===== src/rtl/core/gcd_lcm_unit_macros.svh =====
// gcd_lcm_unit_macros.svh: assertion macros shared by the gcd/lcm rtl
// no dependencies; included by modules that carry assertions
`ifndef GCD_LCM_UNIT_MACROS_SVH
`define GCD_LCM_UNIT_MACROS_SVH

// same-cycle implication, checked outside reset
`define GLU_ASSERT_NOW(label, ante, cons, msg) \
    label: assert property (@(posedge i_clk) disable iff (!i_rst_n) (ante) |-> (cons)) \
        else $error(msg);

// next-cycle implication, checked outside reset
`define GLU_ASSERT_NEXT(label, ante, cons, msg) \
    label: assert property (@(posedge i_clk) disable iff (!i_rst_n) (ante) |=> (cons)) \
        else $error(msg);

`endif


===== src/rtl/core/glu_pkg.sv =====
// glu_pkg: constants for the gcd/lcm unit
// no dependencies; imported by gcd_lcm_unit and gcd_lcm_unit_test
package glu_pkg;

    // default internal operand width
    localparam int unsigned OPERAND_WIDTH_DEF = 16;

    // fixed field widths of the ports
    localparam int unsigned VALUE_W = 16;
    localparam int unsigned GCD_W   = 16;
    localparam int unsigned LCM_W   = 32;

endpackage


===== src/rtl/core/gcd_lcm_unit.sv =====
// gcd_lcm_unit: greatest common divisor and least common multiple of two operands
// depends on glu_pkg and gcd_lcm_unit_macros.svh
//
// One operand pair is taken at a time and yields one result. A pair with a zero
// operand gives zero results and o_zero_operand set, going from the idle state
// straight to the finish state. Otherwise the pair goes through one shared
// (W+1)-bit adder/subtractor under a sequencer: binary gcd (common factors of two
// stripped, then shift and subtract), a shift of the common power of two back in,
// a restoring division a/gcd and a shift-add multiply by b. Only the low
// OPERAND_WIDTH bits of each operand are used, and the results are truncated to
// their field widths. A finished result waits in the output register and the next
// pair may be taken meanwhile.
`include "gcd_lcm_unit_macros.svh"

module gcd_lcm_unit
    import glu_pkg::*;
#(
    parameter int unsigned OPERAND_WIDTH = OPERAND_WIDTH_DEF
) (
    input  logic               i_clk,
    input  logic               i_rst_n,
    input  logic               i_in_valid,
    output logic               o_in_ready,
    input  logic [VALUE_W-1:0] i_value_a,
    input  logic [VALUE_W-1:0] i_value_b,
    output logic               o_out_valid,
    input  logic               i_out_ready,
    output logic [GCD_W-1:0]   o_greatest_divisor,
    output logic [LCM_W-1:0]   o_least_multiple,
    output logic               o_zero_operand
);

    localparam int unsigned W  = OPERAND_WIDTH;
    localparam int unsigned AW = W + 1;
    localparam int unsigned KW = $clog2(W);
    localparam int unsigned CW = $clog2(W);

    // sequencer states
    localparam logic [2:0] ST_IDLE    = 3'd0;
    localparam logic [2:0] ST_TWOS    = 3'd1;
    localparam logic [2:0] ST_REDUCE  = 3'd2;
    localparam logic [2:0] ST_RESTORE = 3'd3;
    localparam logic [2:0] ST_DIVIDE  = 3'd4;
    localparam logic [2:0] ST_MULT    = 3'd5;
    localparam logic [2:0] ST_FINISH  = 3'd6;

    logic [2:0]       r_state, n_state;
    logic [W-1:0]     r_a, n_a;
    logic [W-1:0]     r_b, n_b;
    logic [W-1:0]     r_opa, n_opa;
    logic [W-1:0]     r_opb, n_opb;
    logic [W-1:0]     r_rem, n_rem;
    logic [W-1:0]     r_quo, n_quo;
    logic [KW-1:0]    r_k, n_k;
    logic [CW-1:0]    r_cnt, n_cnt;
    logic             r_err, n_err;
    logic             r_out_valid, n_out_valid;
    logic [GCD_W-1:0] r_gcd_out, n_gcd_out;
    logic [LCM_W-1:0] r_lcm_out, n_lcm_out;
    logic             r_zero_out, n_zero_out;

    // operand fit to the internal width
    logic [W+VALUE_W-1:0] ext_a, ext_b;
    logic [W-1:0]         in_a, in_b;

    // shared adder/subtractor
    logic [AW-1:0] add_x, add_y;
    logic          add_inv, add_cin;
    logic [AW:0]   add_s;

    // result fitting
    logic [W+GCD_W-1:0]   gcd_ext;
    logic [2*W+LCM_W-1:0] lcm_ext;

    logic in_xfer, last_step, slot_free;

    assign ext_a = {{W{1'b0}}, i_value_a};
    assign ext_b = {{W{1'b0}}, i_value_b};
    assign in_a  = ext_a[W-1:0];
    assign in_b  = ext_b[W-1:0];

    assign o_in_ready = (r_state == ST_IDLE);
    assign in_xfer    = i_in_valid && o_in_ready;
    assign last_step  = (r_cnt == CW'(W - 1));
    assign slot_free  = !r_out_valid || i_out_ready;

    assign gcd_ext = {{GCD_W{1'b0}}, r_b};
    assign lcm_ext = {{LCM_W{1'b0}}, r_rem, r_quo};

    // adder operand select per state
    always_comb begin
        add_x   = '0;
        add_y   = '0;
        add_inv = 1'b0;
        add_cin = 1'b0;
        unique case (r_state)
            ST_REDUCE: begin
                add_x   = {1'b0, r_a};
                add_y   = {1'b0, r_b};
                add_inv = 1'b1;
                add_cin = 1'b1;
            end
            ST_DIVIDE: begin
                add_x   = {r_rem, r_quo[W-1]};
                add_y   = {1'b0, r_b};
                add_inv = 1'b1;
                add_cin = 1'b1;
            end
            ST_MULT: begin
                add_x = {1'b0, r_rem};
                add_y = r_quo[0] ? {1'b0, r_opb} : '0;
            end
            default: begin
            end
        endcase
    end

    assign add_s = {1'b0, add_x} + {1'b0, add_inv ? ~add_y : add_y} + {{AW{1'b0}}, add_cin};

    // sequencer next state and datapath
    always_comb begin
        n_state     = r_state;
        n_a         = r_a;
        n_b         = r_b;
        n_opa       = r_opa;
        n_opb       = r_opb;
        n_rem       = r_rem;
        n_quo       = r_quo;
        n_k         = r_k;
        n_cnt       = r_cnt;
        n_err       = r_err;
        n_out_valid = r_out_valid && !i_out_ready;
        n_gcd_out   = r_gcd_out;
        n_lcm_out   = r_lcm_out;
        n_zero_out  = r_zero_out;

        unique case (r_state)
            ST_IDLE: begin
                if (in_xfer) begin
                    n_a   = in_a;
                    n_b   = in_b;
                    n_opa = in_a;
                    n_opb = in_b;
                    n_k   = '0;
                    n_err = (in_a == '0) || (in_b == '0);
                    n_state = n_err ? ST_FINISH : ST_TWOS;
                end
            end
            // strip common factors of two
            ST_TWOS: begin
                if (!r_a[0] && !r_b[0]) begin
                    n_a = r_a >> 1;
                    n_b = r_b >> 1;
                    n_k = r_k + KW'(1);
                end else begin
                    n_state = ST_REDUCE;
                end
            end
            // binary gcd on the odd part, gcd ends up in r_b
            ST_REDUCE: begin
                priority if (r_a == '0) begin
                    n_state = ST_RESTORE;
                end else if (!r_a[0]) begin
                    n_a = r_a >> 1;
                end else if (!r_b[0]) begin
                    n_b = r_b >> 1;
                end else if (add_s[AW]) begin
                    n_a = add_s[W-1:0];
                end else begin
                    n_a = r_b;
                    n_b = r_a;
                end
            end
            // shift the common power of two back in
            ST_RESTORE: begin
                if (r_k != '0) begin
                    n_b = r_b << 1;
                    n_k = r_k - KW'(1);
                end else begin
                    n_rem   = '0;
                    n_quo   = r_opa;
                    n_cnt   = '0;
                    n_state = ST_DIVIDE;
                end
            end
            // restoring division a / gcd, quotient shifts into r_quo
            ST_DIVIDE: begin
                n_rem = add_s[AW] ? add_s[W-1:0] : add_x[W-1:0];
                n_quo = {r_quo[W-2:0], add_s[AW]};
                n_cnt = r_cnt + CW'(1);
                if (last_step) begin
                    n_rem   = '0;
                    n_cnt   = '0;
                    n_state = ST_MULT;
                end
            end
            // shift-add multiply quotient * b, product in {r_rem, r_quo}
            ST_MULT: begin
                n_rem = add_s[W:1];
                n_quo = {add_s[0], r_quo[W-1:1]};
                n_cnt = r_cnt + CW'(1);
                if (last_step) begin
                    n_state = ST_FINISH;
                end
            end
            // load the output register once it is free
            ST_FINISH: begin
                if (slot_free) begin
                    n_out_valid = 1'b1;
                    n_zero_out  = r_err;
                    n_gcd_out   = r_err ? '0 : gcd_ext[GCD_W-1:0];
                    n_lcm_out   = r_err ? '0 : lcm_ext[LCM_W-1:0];
                    n_state     = ST_IDLE;
                end
            end
            default: begin
                n_state = ST_IDLE;
            end
        endcase
    end

    // control registers
    always_ff @(posedge i_clk) begin
        if (!i_rst_n) begin
            r_state     <= ST_IDLE;
            r_out_valid <= 1'b0;
        end else begin
            r_state     <= n_state;
            r_out_valid <= n_out_valid;
        end
    end

    // datapath registers
    always_ff @(posedge i_clk) begin
        r_a        <= n_a;
        r_b        <= n_b;
        r_opa      <= n_opa;
        r_opb      <= n_opb;
        r_rem      <= n_rem;
        r_quo      <= n_quo;
        r_k        <= n_k;
        r_cnt      <= n_cnt;
        r_err      <= n_err;
        r_gcd_out  <= n_gcd_out;
        r_lcm_out  <= n_lcm_out;
        r_zero_out <= n_zero_out;
    end

    assign o_out_valid        = r_out_valid;
    assign o_greatest_divisor = r_gcd_out;
    assign o_least_multiple   = r_lcm_out;
    assign o_zero_operand     = r_zero_out;

    // checks
    `GLU_ASSERT_NOW(a_reduce_b_nonzero, r_state == ST_REDUCE, r_b != '0,
                    "gcd loop lost its odd operand")
    `GLU_ASSERT_NOW(a_finish_gcd_nonzero, r_state == ST_FINISH && !r_err, r_b != '0,
                    "zero gcd for nonzero operands")
    `GLU_ASSERT_NOW(a_zero_results, o_out_valid && o_zero_operand,
                    o_greatest_divisor == '0 && o_least_multiple == '0,
                    "zero operand with nonzero results")
    `GLU_ASSERT_NEXT(a_busy_after_xfer, in_xfer, r_state != ST_IDLE,
                     "sequencer idle right after an input transfer")

endmodule


===== config.mk =====
export PLATFORM = sky130hd
export DESIGN_NAME = gcd_lcm_unit
export DESIGN_NICKNAME = d
export VERILOG_FILES = /design/src/rtl/core/glu_pkg.sv /design/src/rtl/core/gcd_lcm_unit.sv
export VERILOG_INCLUDE_DIRS = /design/src /design/src/rtl/core
export SDC_FILE = /design/constraint.sdc
export NUM_CORES = 1
export LEC_CHECK = 0
export ABC_CLOCK_PERIOD_IN_PS = 10600
export BUFFER_PORTS_ARGS = -buffer_cell sky130_fd_sc_hd__buf_4
export CAP_MARGIN = 10
export CORE_UTILIZATION = 61
export DETAILED_ROUTE_END_ITERATION = 8
export HOLD_SLACK_MARGIN = 0.08
export MAX_ROUTING_LAYER = met4
export PLACE_DENSITY = 0.91
export SYNTH_ARGS = -nofsm -noshare
export SYNTH_HDL_FRONTEND = slang
export SYNTH_SLANG_ARGS = --single-unit

===== constraint.sdc =====
create_clock -name i_clk -period 10.6 [get_ports i_clk]
set_clock_uncertainty 0.05 [all_clocks]
set_input_delay 0.53 -clock i_clk [delete_from_list [all_inputs] [get_ports i_clk]]
set_output_delay 0.53 -clock i_clk [all_outputs]
set_load 0.005 [all_outputs]

# Yosys cells after proc, flatten, opt, wreduce, memory -nomap -nowiden
# Index checks and enable logic that the tools add are counted.
[op_classes]
add_sub_neg = 5
n_mul = 0
div = 0
order_cmp = 0
eq_ne = 20
shifts = 0
n_mux = 44
bitwise = 1
n_reduce_logical = 28
[ops]
columns = ["op", "count"]
rows = [
  ["2-to-1 mux 16 bit", 18],
  ["one-hot mux 16 bit (3 select lines)", 3],
  ["one-hot mux 16 bit (4 select lines)", 1],
  ["one-hot mux 17 bit (3 select lines)", 1],
  ["logical NOT 16 bit", 3],
  ["one-hot mux 16 bit (2 select lines)", 1],
  ["2-to-1 mux 3 bit", 8],
  ["one-hot mux 4 bit (3 select lines)", 2],
  ["one-hot mux 3 bit (7 select lines)", 1],
  ["2-to-1 mux 4 bit", 5],
  ["!= test 2 bit, second input constant", 10],
  ["adder 17 x 17 -> 18 bit", 1],
  ["adder 18 x 1 -> 18 bit", 1],
  ["2-to-1 mux 17 bit", 1],
  ["NOT 17 bit", 1],
  ["AND reduction 7 bit", 2],
  ["equality test 3 bit, second input constant", 3],
  ["nonzero test 3 bit", 3],
  ["adder 4 x 1 -> 4 bit, second input constant", 2],
  ["AND reduction 4 bit", 2],
  ["nonzero test 4 bit", 2],
  ["equality test 3 x 2 -> 1 bit, second input constant", 2],
  ["!= test 3 bit, second input constant", 2],
  ["AND reduction 2 bit", 3],
  ["12 further kinds", 20],
]
[totals]
ff_bits = 158
latch_bits = 0
ram_bits = 0
rom_bits = 0
inputBits = 36
out_inout_bits = 51
wordCells = 114
n_memories = 0

# Longest topological paths before layout
# Gate-level depths: netlist of run 1.
[logic_depth]
ltp_word = 12
mapped_depth = 19
ltp_nobuf = 13

# Least setup slack after synthesis of run 1
# Ideal clock, no wire load.
[synth_timing]
path_type = "register to register"
startpoint = "reg r_state[0]"
endpoint = "reg r_b[10], enable pin"
setup_ns = 0.410
t_arrival_ns = 4.754
required_ns = 10.140
slack_ns = 5.386
stages_incl_launch_ff = 19
path_buffers = 6
period_less_slack_ns = 5.214
path_cell_list = "dfxtp_1 > buf_2 > buf_1 > inv_1 > nor2_1 > and2_1 > clkbuf_1 > clkbuf_1 > nand2_1 > o21ai_0 > ha_1 > a21o_1 > o21bai_1 > or2_2 > buf_1 > o311ai_4 > a21oi_4 > buf_4 > a21boi_0"
[synth_via]
elab_chain_len = 9
elab_cells_between_ends = 23
cone_classes = "add/sub: 2; eq/ne: 11; mux: 4; bitwise: 1; reduce/logical: 5"
[synth_lines]
columns = ["item", "line", "rtl"]
rows = [
  ["start, declared", "gcd_lcm_unit.sv:47", "logic [2:0] r_state, n_state;"],
  ["start signal, assigned", "gcd_lcm_unit.sv:228", "r_state <= n_state;"],
  ["equality test 3 bit / equality test 3 x 2 -> 1 bit (equally long branches)", "gcd_lcm_unit.sv:96, gcd_lcm_unit.sv:137", ""],
  ["OR reduction 2 bit (no source line)", "n/a", ""],
  ["one-hot mux 16 bit (2 select lines)", "gcd_lcm_unit.sv:96", "unique case (r_state)"],
  ["NOT 17 bit", "gcd_lcm_unit.sv:118", "assign add_s = {1'b0, add_x} + {1'b0, add_inv ? ~add_y : add_y} + {{AW{1'b0}}, add_cin};"],
  ["2-to-1 mux 17 bit", "gcd_lcm_unit.sv:118", ""],
  ["adder 17 x 17 -> 18 bit", "gcd_lcm_unit.sv:118", ""],
  ["adder 18 x 1 -> 18 bit", "gcd_lcm_unit.sv:118", ""],
  ["!= test 3 bit (no source line)", "n/a", ""],
  ["AND reduction 7 bit (no source line) (*)", "n/a", ""],
  ["end signal, assigned", "gcd_lcm_unit.sv:236", "r_b <= n_b;"],
  ["end, declared", "gcd_lcm_unit.sv:49", "logic [W-1:0] r_b, n_b;"],
]
# Mark *: on every way between the ends. The rest lies on a longest branch, timed or not.
# A chain may end at the register's enable or synchronous reset.

# Worst setup path after layout of run 1
[layout_timing]
startpoint = "reg r_state[0]"
endpoint = "reg r_rem[2] (data pin)"
[layout_via]
elab_chain_len = 10
elab_cells_between_ends = 15
cone_classes = "add/sub: 2; eq/ne: 4; mux: 7; bitwise: 1; reduce/logical: 1"
[layout_lines]
columns = ["item", "line", "rtl"]
rows = [
  ["equality test 3 bit / equality test 3 x 2 -> 1 bit (equally long branches)", "gcd_lcm_unit.sv:96, gcd_lcm_unit.sv:137", ""],
  ["OR reduction 2 bit (no source line)", "n/a", ""],
  ["one-hot mux 16 bit (2 select lines)", "gcd_lcm_unit.sv:96", ""],
  ["NOT 17 bit", "gcd_lcm_unit.sv:118", ""],
  ["2-to-1 mux 17 bit", "gcd_lcm_unit.sv:118", ""],
  ["adder 17 x 17 -> 18 bit", "gcd_lcm_unit.sv:118", ""],
  ["adder 18 x 1 -> 18 bit", "gcd_lcm_unit.sv:118", ""],
  ["2-to-1 mux 16 bit", "gcd_lcm_unit.sv:188", "n_rem = add_s[AW] ? add_s[W-1:0] : add_x[W-1:0];"],
  ["2-to-1 mux 16 bit", "gcd_lcm_unit.sv:191", "if (last_step) begin"],
  ["one-hot mux 16 bit (3 select lines) (*)", "gcd_lcm_unit.sv:137", "unique case (r_state)"],
  ["named net n_rem[2]", "gcd_lcm_unit.sv:52", "logic [W-1:0] r_rem, n_rem;"],
  ["end signal, assigned", "gcd_lcm_unit.sv:239", "r_rem <= n_rem;"],
  ["end, declared", "gcd_lcm_unit.sv:52", ""],
]
# The timed path passes the listed nets; every way through them passes the cells marked *.

==> results.sh, run 1 <==
export IMPL_die_height_um=121
export IMPL_fp_coreArea_mm2=0.0139
export IMPL_cp_max_fo=25
export IMPL_fp_dieW_um=121
export IMPL_routed_via_density=6.75
export IMPL_tightest_slew_ns=1.12
export IMPL_final_area_mm2=0.00999
export IMPL_ir_drop_v=0.000215
export IMPL_clock_latency_ns=0.44
export IMPL_nets=940
export IMPL_grt_start_max_net_pins=57
export IMPL_io_buffers=86
export IMPL_yosys_area_top_type="edfxtp_1"
export IMPL_cp_arrival_ns=5.26
export IMPL_fin_tns_setup_ns=0
export IMPL_clock_path_buffers=2
export IMPL_synth_top_cells_by_count="edfxtp_1, nand2_1, o21ai_0"
export IMPL_crit_type="reg2reg"
export IMPL_worstHoldPathCells=1
export IMPL_min_period_ns=5.05
export IMPL_max_stage_delay_ns=0.89
export IMPL_cp_start_kind="register"
export IMPL_p_per_area_mw_per_mm2=274
export IMPL_async_flop_share_pct=0
export IMPL_p_leak_nw=3.61
export IMPL_synth_top_area_share_pct=53.2
export IMPL_synth_top_flop_cell="edfxtp_1"
export IMPL_synth_warnings=0
export IMPL_grt_setup_unrepaired="no"
export IMPL_die_area_mm2=0.0147
export IMPL_slew_headroom_pct=24.8
export IMPL_slowest_stage="nor2_1"
export IMPL_path_clk_slew_ns=0.06
export IMPL_gp_congestion=1.07
export IMPL_cts_max_level=4
export IMPL_syn_avg_cell_area_um2=10.6
export IMPL_postRouteAntennaNets=0
export IMPL_yosys_cell_count_top_type="edfxtp_1"
export IMPL_outcome="completed"
export IMPL_synthCells=820
export IMPL_grt_ovfl_total=0
export IMPL_worstPathRequired_ns=10.81
export IMPL_synth_edf_count=154
export IMPL_final_util_pct=72.0
export IMPL_syn_nets=877
export IMPL_root_buffer="clkbuf_16"
export IMPL_diodes=0
export IMPL_antenna_found_initial=0
export IMPL_multiInputGateArea_mm2=0.00370
export IMPL_cts_made_buffers=17
export IMPL_drt_pass1_iterations=9
export IMPL_fmax_mhz=198
export IMPL_end_kind="register"
export IMPL_vias=7254
export IMPL_cap_violations=0
export IMPL_nFillCells=969
export IMPL_period_share_pct=47.6
export IMPL_path_cells="inv_1 -> nor2_1 -> and2_1 -> nand2_1 -> o21ai_0 -> ha_1 -> a21oi_1 -> a21boi_0 -> or2_2 -> o311ai_4 -> a21o_2 -> nor2_1 -> o31ai_2"
export IMPL_grt_pass1_vias=6829
export IMPL_hold_viol_final=0
export IMPL_cts_setup_buffers=0
export IMPL_drc=0
export IMPL_area_delta_synth_final_pct=14.9
export IMPL_layout_drive_gt1_share_pct=16.2
export IMPL_cts_resized=0
export IMPL_setup_violations=0
export IMPL_hold_buffers=0
export IMPL_cpMostUsedCell="nor2_1"
export IMPL_hold_path_class="in2reg"
export IMPL_seq_area_frac_synth_pct=54.1
export IMPL_hpwl_um=18900
export IMPL_start_util_pct=62.6
export IMPL_dpl_instance_area_mm2=0.00942
export IMPL_drt_iter0_drc=1193
export IMPL_pin_count=87
export IMPL_r2r_setup_slack_ns=5.55
export IMPL_ys_seq_elements=158
export IMPL_r2r_cells=13
export IMPL_grt_usage_pct=38.5
export IMPL_tritoncts="yes"
export IMPL_rows=43
export IMPL_synth_area_mm2=0.00869
export IMPL_grt_pass1_wl_um=39500
export IMPL_yosys_cell_types_count=63
export IMPL_wl_per_cell_um=24.7
export IMPL_synth_area_top_cells="edfxtp_1, o21ai_0, mux2i_1"
export IMPL_maxSlewViolCount=0
export IMPL_cts_sinks=158
export IMPL_seq_area_mm2=0.00471
export IMPL_wirelength_um=26500
-- cell usage in the layout (no fill, tap or decap), drive strengths merged, types with 4 or more instances in the layout --
cell    Yosys  final
a211oi     14     14
a21boi      7      7
a21o        6      6
a21oi      50     50
a22o        9      9
a22oi       4      4
a31oi      12     12
a32oi      10     10
and2        7      7
and3        4      4
buf        16     98
clkbuf     38     17
clkinv      0      6
dfxtp       4      4
edfxtp    154    154
ha         19     19
inv        16     21
mux2i      34     34
nand2      90     90
nand3      18     18
nand4       5      5
nor2       63     63
nor2b      49     49
nor3        9      9
nor4       14     14
o211ai      6      6
o21a        4      4
o21ai      89     89
o31ai       6      6
or2         6      6
xnor2      11     11
xor2        8      8
-- report_power, final --
group | total (mW) | switching (mW) | leakage, nW | internal, mW
Combinational | 1.00 | 0.648 | 1.89 | 0.354
Clock | 0.591 | 0.265 | 0.269 | 0.326
Sequential | 1.14 | 0.230 | 1.46 | 0.912
-- per-layer routing --
metal | wire length (um) | global-route usage, % | up-vias
li1 | - | - | 3187
met1 | 9970 | 49.5 | 3422
met2 | 12400 | 58.5 | 534
met3 | 2990 | 8.13 | 111
met4 | 1190 | 18.0 | 0
met5 | 0 | - | -
-- cell families (layout without fill, tap and decap cells) --
group,after synthesis,in the layout,synth area share (%)
simple gates,276,276,15.4
compound gates,242,242,18.0
flops,158,158,54.1
buf+inv,70,145,3.48
mux,34,34,3.91
fa+ha+maj,21,21,3.20
xor+xnor,19,19,1.91
-- metrics by stage --
| step | hold slack, ns | std cells | power (mW) | setup slack, ns |
|---|---|---|---|---|
| after global routing | 0.243 | 1075 | 2.82 | 5.25 |
| final | 0.246 | 1075 | 2.73 | 5.55 |
| after floorplan | 0.417 | 820 | 1.73 | 5.39 |
| after detailed placement | 0.461 | 1043 | 2.08 | 5.74 |
| after global placement | 0.449 | 1043 | 2.06 | 5.66 |
| after CTS | 0.241 | 1074 | 2.67 | 5.70 |
-- layout make-up --
class                           count  area share (%)
Sequential cell                   158            47.1
Multi-Input combinational cell    592            37.0
Timing Repair Buffer               98            7.40
Clock buffer                       17            4.26
Tap cell                          180            2.25
Clock inverter                     14            1.37
Inverter                           16           0.601
-- worst max-delay path, delay by kind of cell (launching register included) --
kind	cells	cell delay (ns)
AO/OA/AOI/OAI	6	1.56
adder cells (fa/ha/maj)	1	0.34
flip-flops	1	0.56
buffers and inverters	1	0.20
AND/OR/NAND/NOR	5	2.14
-- sequential cells by signal, summed over array words and instances, names as in the netlist --
| name | cells |
|---|---|
| r_b | 16 |
| r_state | 3 |
| r_opb | 16 |
| o_greatest_divisor | 16 |
| o_zero_operand | 1 |
| o_least_multiple | 32 |
| r_k | 4 |
| r_err | 1 |
| r_a | 16 |
| r_quo | 16 |
| r_rem | 16 |
| o_out_valid | 1 |
| r_cnt | 4 |
| r_opa | 16 |
-- worst paths after layout --
path                  from   endpoint
max             r_state[0]   r_rem[2]
min          i_value_a[12]  r_opa[12]
max reg2reg     r_state[0]   r_rem[2]
min reg2reg       r_opa[9]   r_quo[9]
Power figures use the tool's default switching activity.
==> inputs of run 2 (changes only) <==
--- a/config.mk
+++ b/config.mk
@@ -6,14 +6,14 @@
 export SDC_FILE = /design/constraint.sdc
 export NUM_CORES = 1
 export LEC_CHECK = 0
-export ABC_CLOCK_PERIOD_IN_PS = 10600
+export ABC_CLOCK_PERIOD_IN_PS = 4560
 export BUFFER_PORTS_ARGS = -buffer_cell sky130_fd_sc_hd__buf_4
 export CAP_MARGIN = 10
-export CORE_UTILIZATION = 61
+export CORE_UTILIZATION = 54
 export DETAILED_ROUTE_END_ITERATION = 8
 export HOLD_SLACK_MARGIN = 0.08
 export MAX_ROUTING_LAYER = met4
-export PLACE_DENSITY = 0.91
+export PLACE_DENSITY = 0.86
 export SYNTH_ARGS = -nofsm -noshare
 export SYNTH_HDL_FRONTEND = slang
 export SYNTH_SLANG_ARGS = --single-unit
==> constraint.sdc (replaced) <==
create_clock -name i_clk -period 4.56 [get_ports i_clk]
set_clock_uncertainty 0.05 [all_clocks]
set_input_delay 0.228 -clock i_clk [delete_from_list [all_inputs] [get_ports i_clk]]
set_output_delay 0.228 -clock i_clk [all_outputs]
set_load 0.005 [all_outputs]
==> run 2 against run 1 <==
Net effect:
- largest cell class unchanged
- register-to-register slack lost 5.2 ns
- sequential power is 130% higher
- wire length increased by 0.75%
- global-route usage fell by 4.1 points
- worst setup slack got worse by 5.2 ns
- power increased by 140%
- combinational power increased by 140%
==> results.sh, run 2 (synthesis results as in run 1) <==
export IMPL_outcome="completed"
export IMPL_drt_iter0_drc=1034
export IMPL_final_cells=1159
export IMPL_ir_drop_v=0.000379
export IMPL_crit_type="reg2reg"
export IMPL_drt_pass1_iterations=5
export IMPL_routed_via_density=6.31
export IMPL_total_power_mw=6.45
export IMPL_tightest_slew_ns=1.05
export IMPL_dpl_instance_area_mm2=0.00959
export IMPL_r2r_setup_slack_ns=0.33
export IMPL_rr_endpoint="r_b[14]"
export IMPL_fmax_mhz=236
export IMPL_rows=46
export IMPL_start_util_pct=54.9
export IMPL_grt_start_max_net_pins=50
export IMPL_path_clk_slew_ns=0.07
export IMPL_fp_dieW_um=129
export IMPL_p_per_area_mw_per_mm2=612
export IMPL_worstHoldPathCells=4
export IMPL_tritoncts="yes"
export IMPL_fin_hold_ws_ns=0.244
export IMPL_r2r_start="r_state[2]"
export IMPL_die_height_um=129
export IMPL_clock_path_buffers=2
export IMPL_area_delta_synth_final_pct=21.2
export IMPL_setup_ws_ns=0.325
export IMPL_wirelength_um=26700
export IMPL_cts_max_level=4
export IMPL_final_cell_mix="edfxtp_1, buf_4, nand2_1"
export IMPL_diodes=0
export IMPL_drc=0
export IMPL_cts_setup_buffers=0
export IMPL_grt_pass1_vias=6903
export IMPL_r2r_cells=14
export IMPL_min_period_ns=4.23
export IMPL_cts_made_buffers=17
export IMPL_root_buffer="clkbuf_16"
export IMPL_slew_headroom_pct=29.7
export IMPL_gp_congestion=0.991
export IMPL_nFillCells=1189
export IMPL_cts_sinks=158
export IMPL_grt_usage_pct=34.4
export IMPL_antenna_found_initial=0
export IMPL_grtUsageMet2_pct=50.7
export IMPL_cp_max_fo=15
export IMPL_hold_path_class="in2reg"
export IMPL_cp_arrival_ns=4.31
export IMPL_clock_latency_ns=0.44
export IMPL_largest_reg_flops=32
export IMPL_final_util_pct=66.6
export IMPL_cp_start_kind="register"
export IMPL_pre_cts_ws_ns=0.223
export IMPL_die_area_mm2=0.0166
export IMPL_layout_commonest_cell="edfxtp_1"
export IMPL_min_from="i_out_ready"
export IMPL_end_kind="register"
export IMPL_met1_usage_pct=46.2
export IMPL_grt_ovfl_total=0
export IMPL_hold_end="o_out_valid"
export IMPL_postRouteAntennaNets=0
export IMPL_io_buffers=86
export IMPL_cap_violations=0
export IMPL_hpwl_um=18700
export IMPL_fin_tns_setup_ns=0
export IMPL_fp_coreArea_mm2=0.0158
export IMPL_layout_drive_gt1_share_pct=17.3
export IMPL_hold_viol_final=0
export IMPL_p_leak_nw=3.86
export IMPL_grt_setup_unrepaired="no"
export IMPL_dpl_cell_count=1094
export IMPL_vias=7314
export IMPL_pin_count=87
export IMPL_grt_pass1_wl_um=40400
export IMPL_gr_max_usage_layer="met2"
export IMPL_maxSlewViolCount=0
export IMPL_worstPathRequired_ns=4.64
export IMPL_period_share_pct=92.9
export IMPL_wl_per_cell_um=23.1
export IMPL_gr_usage_met3_pct=6.86
export IMPL_final_area_mm2=0.0105
export IMPL_setup_violations=0
export IMPL_nets=987
-- run 2: cell types whose count changed in the layout (fill, tap and decap cells not counted), moves of 2 or more --
| cell | delta |
|---|---|
| buf_4 | +14 |
| clkinv_1 | -2 |
| clkinv_2 | +2 |
| clkinv_4 | -4 |
| dlygate4sd3_1 | +33 |
| inv_6 | +3 |
-- run 2: how the worst max path moves through the flow --
stage               startpoint         to  slack (ns)  cells past startpoint
finish              r_state[2]    r_b[14]        0.33                     14
global placement    r_state[1]  r_rem[15]        0.05                     13
CTS                 r_state[1]  r_rem[15]        0.20                     13
detailed placement  r_state[1]  r_rem[15]        0.22                     13
floorplan           r_state[0]    r_b[10]        0.06                     18
global route        r_state[2]     r_b[9]        0.08                     14
-- run 2: layout make-up --
type / instances / area, um2 / area share [%]
well taps: 216 / 270 / 2.57
inverters: 16 / 60.1 / 0.570
clock buffers: 17 / 425 / 4.04
repair buffers: 145 / 1180 / 11.2
clock inverters: 15 / 176 / 1.67
multi-input cells: 592 / 3710 / 35.3
flip-flops and latches: 158 / 4710 / 44.7
-- run 2: critical path, cell delays in order, from the launching register on --
cell and delay [ns]:
dfxtp_1 0.47, nand2b_1 0.21, nor2_1 0.18, and2_1 0.45
buf_4 0.22, nand2_1 0.05, o21ai_0 0.11, ha_1 0.33
a21o_1 0.25, o21bai_1 0.17, or2_2 0.36, o311ai_4 0.39
a21oi_4 0.23, a21boi_2 0.18, buf_4 0.25
-- run 2: routing by layer --
metal | vias to the layer above | share of wire (%)
li1 | 3294 | -
met1 | 3495 | 41
met2 | 450 | 45
met3 | 75 | 10
met4 | 0 | 3.7
met5 | - | 0
-- run 2: what timing repair did --
item | 4_1_cts | 5_1_grt
resized for setup | 0 | 2
setup endpoints to repair | 0 | 2
endpoints found under the hold margin | 37 | 0
hold buffers | 33 | 0
-- run 2: where the power goes --
group | total (mW) | switching, mW | internal, mW
clock | 1.47 | 0.642 | 0.826
sequential | 2.57 | 0.446 | 2.12
combinational | 2.42 | 1.55 | 0.869
total | 6.45 | 2.64 | 3.82
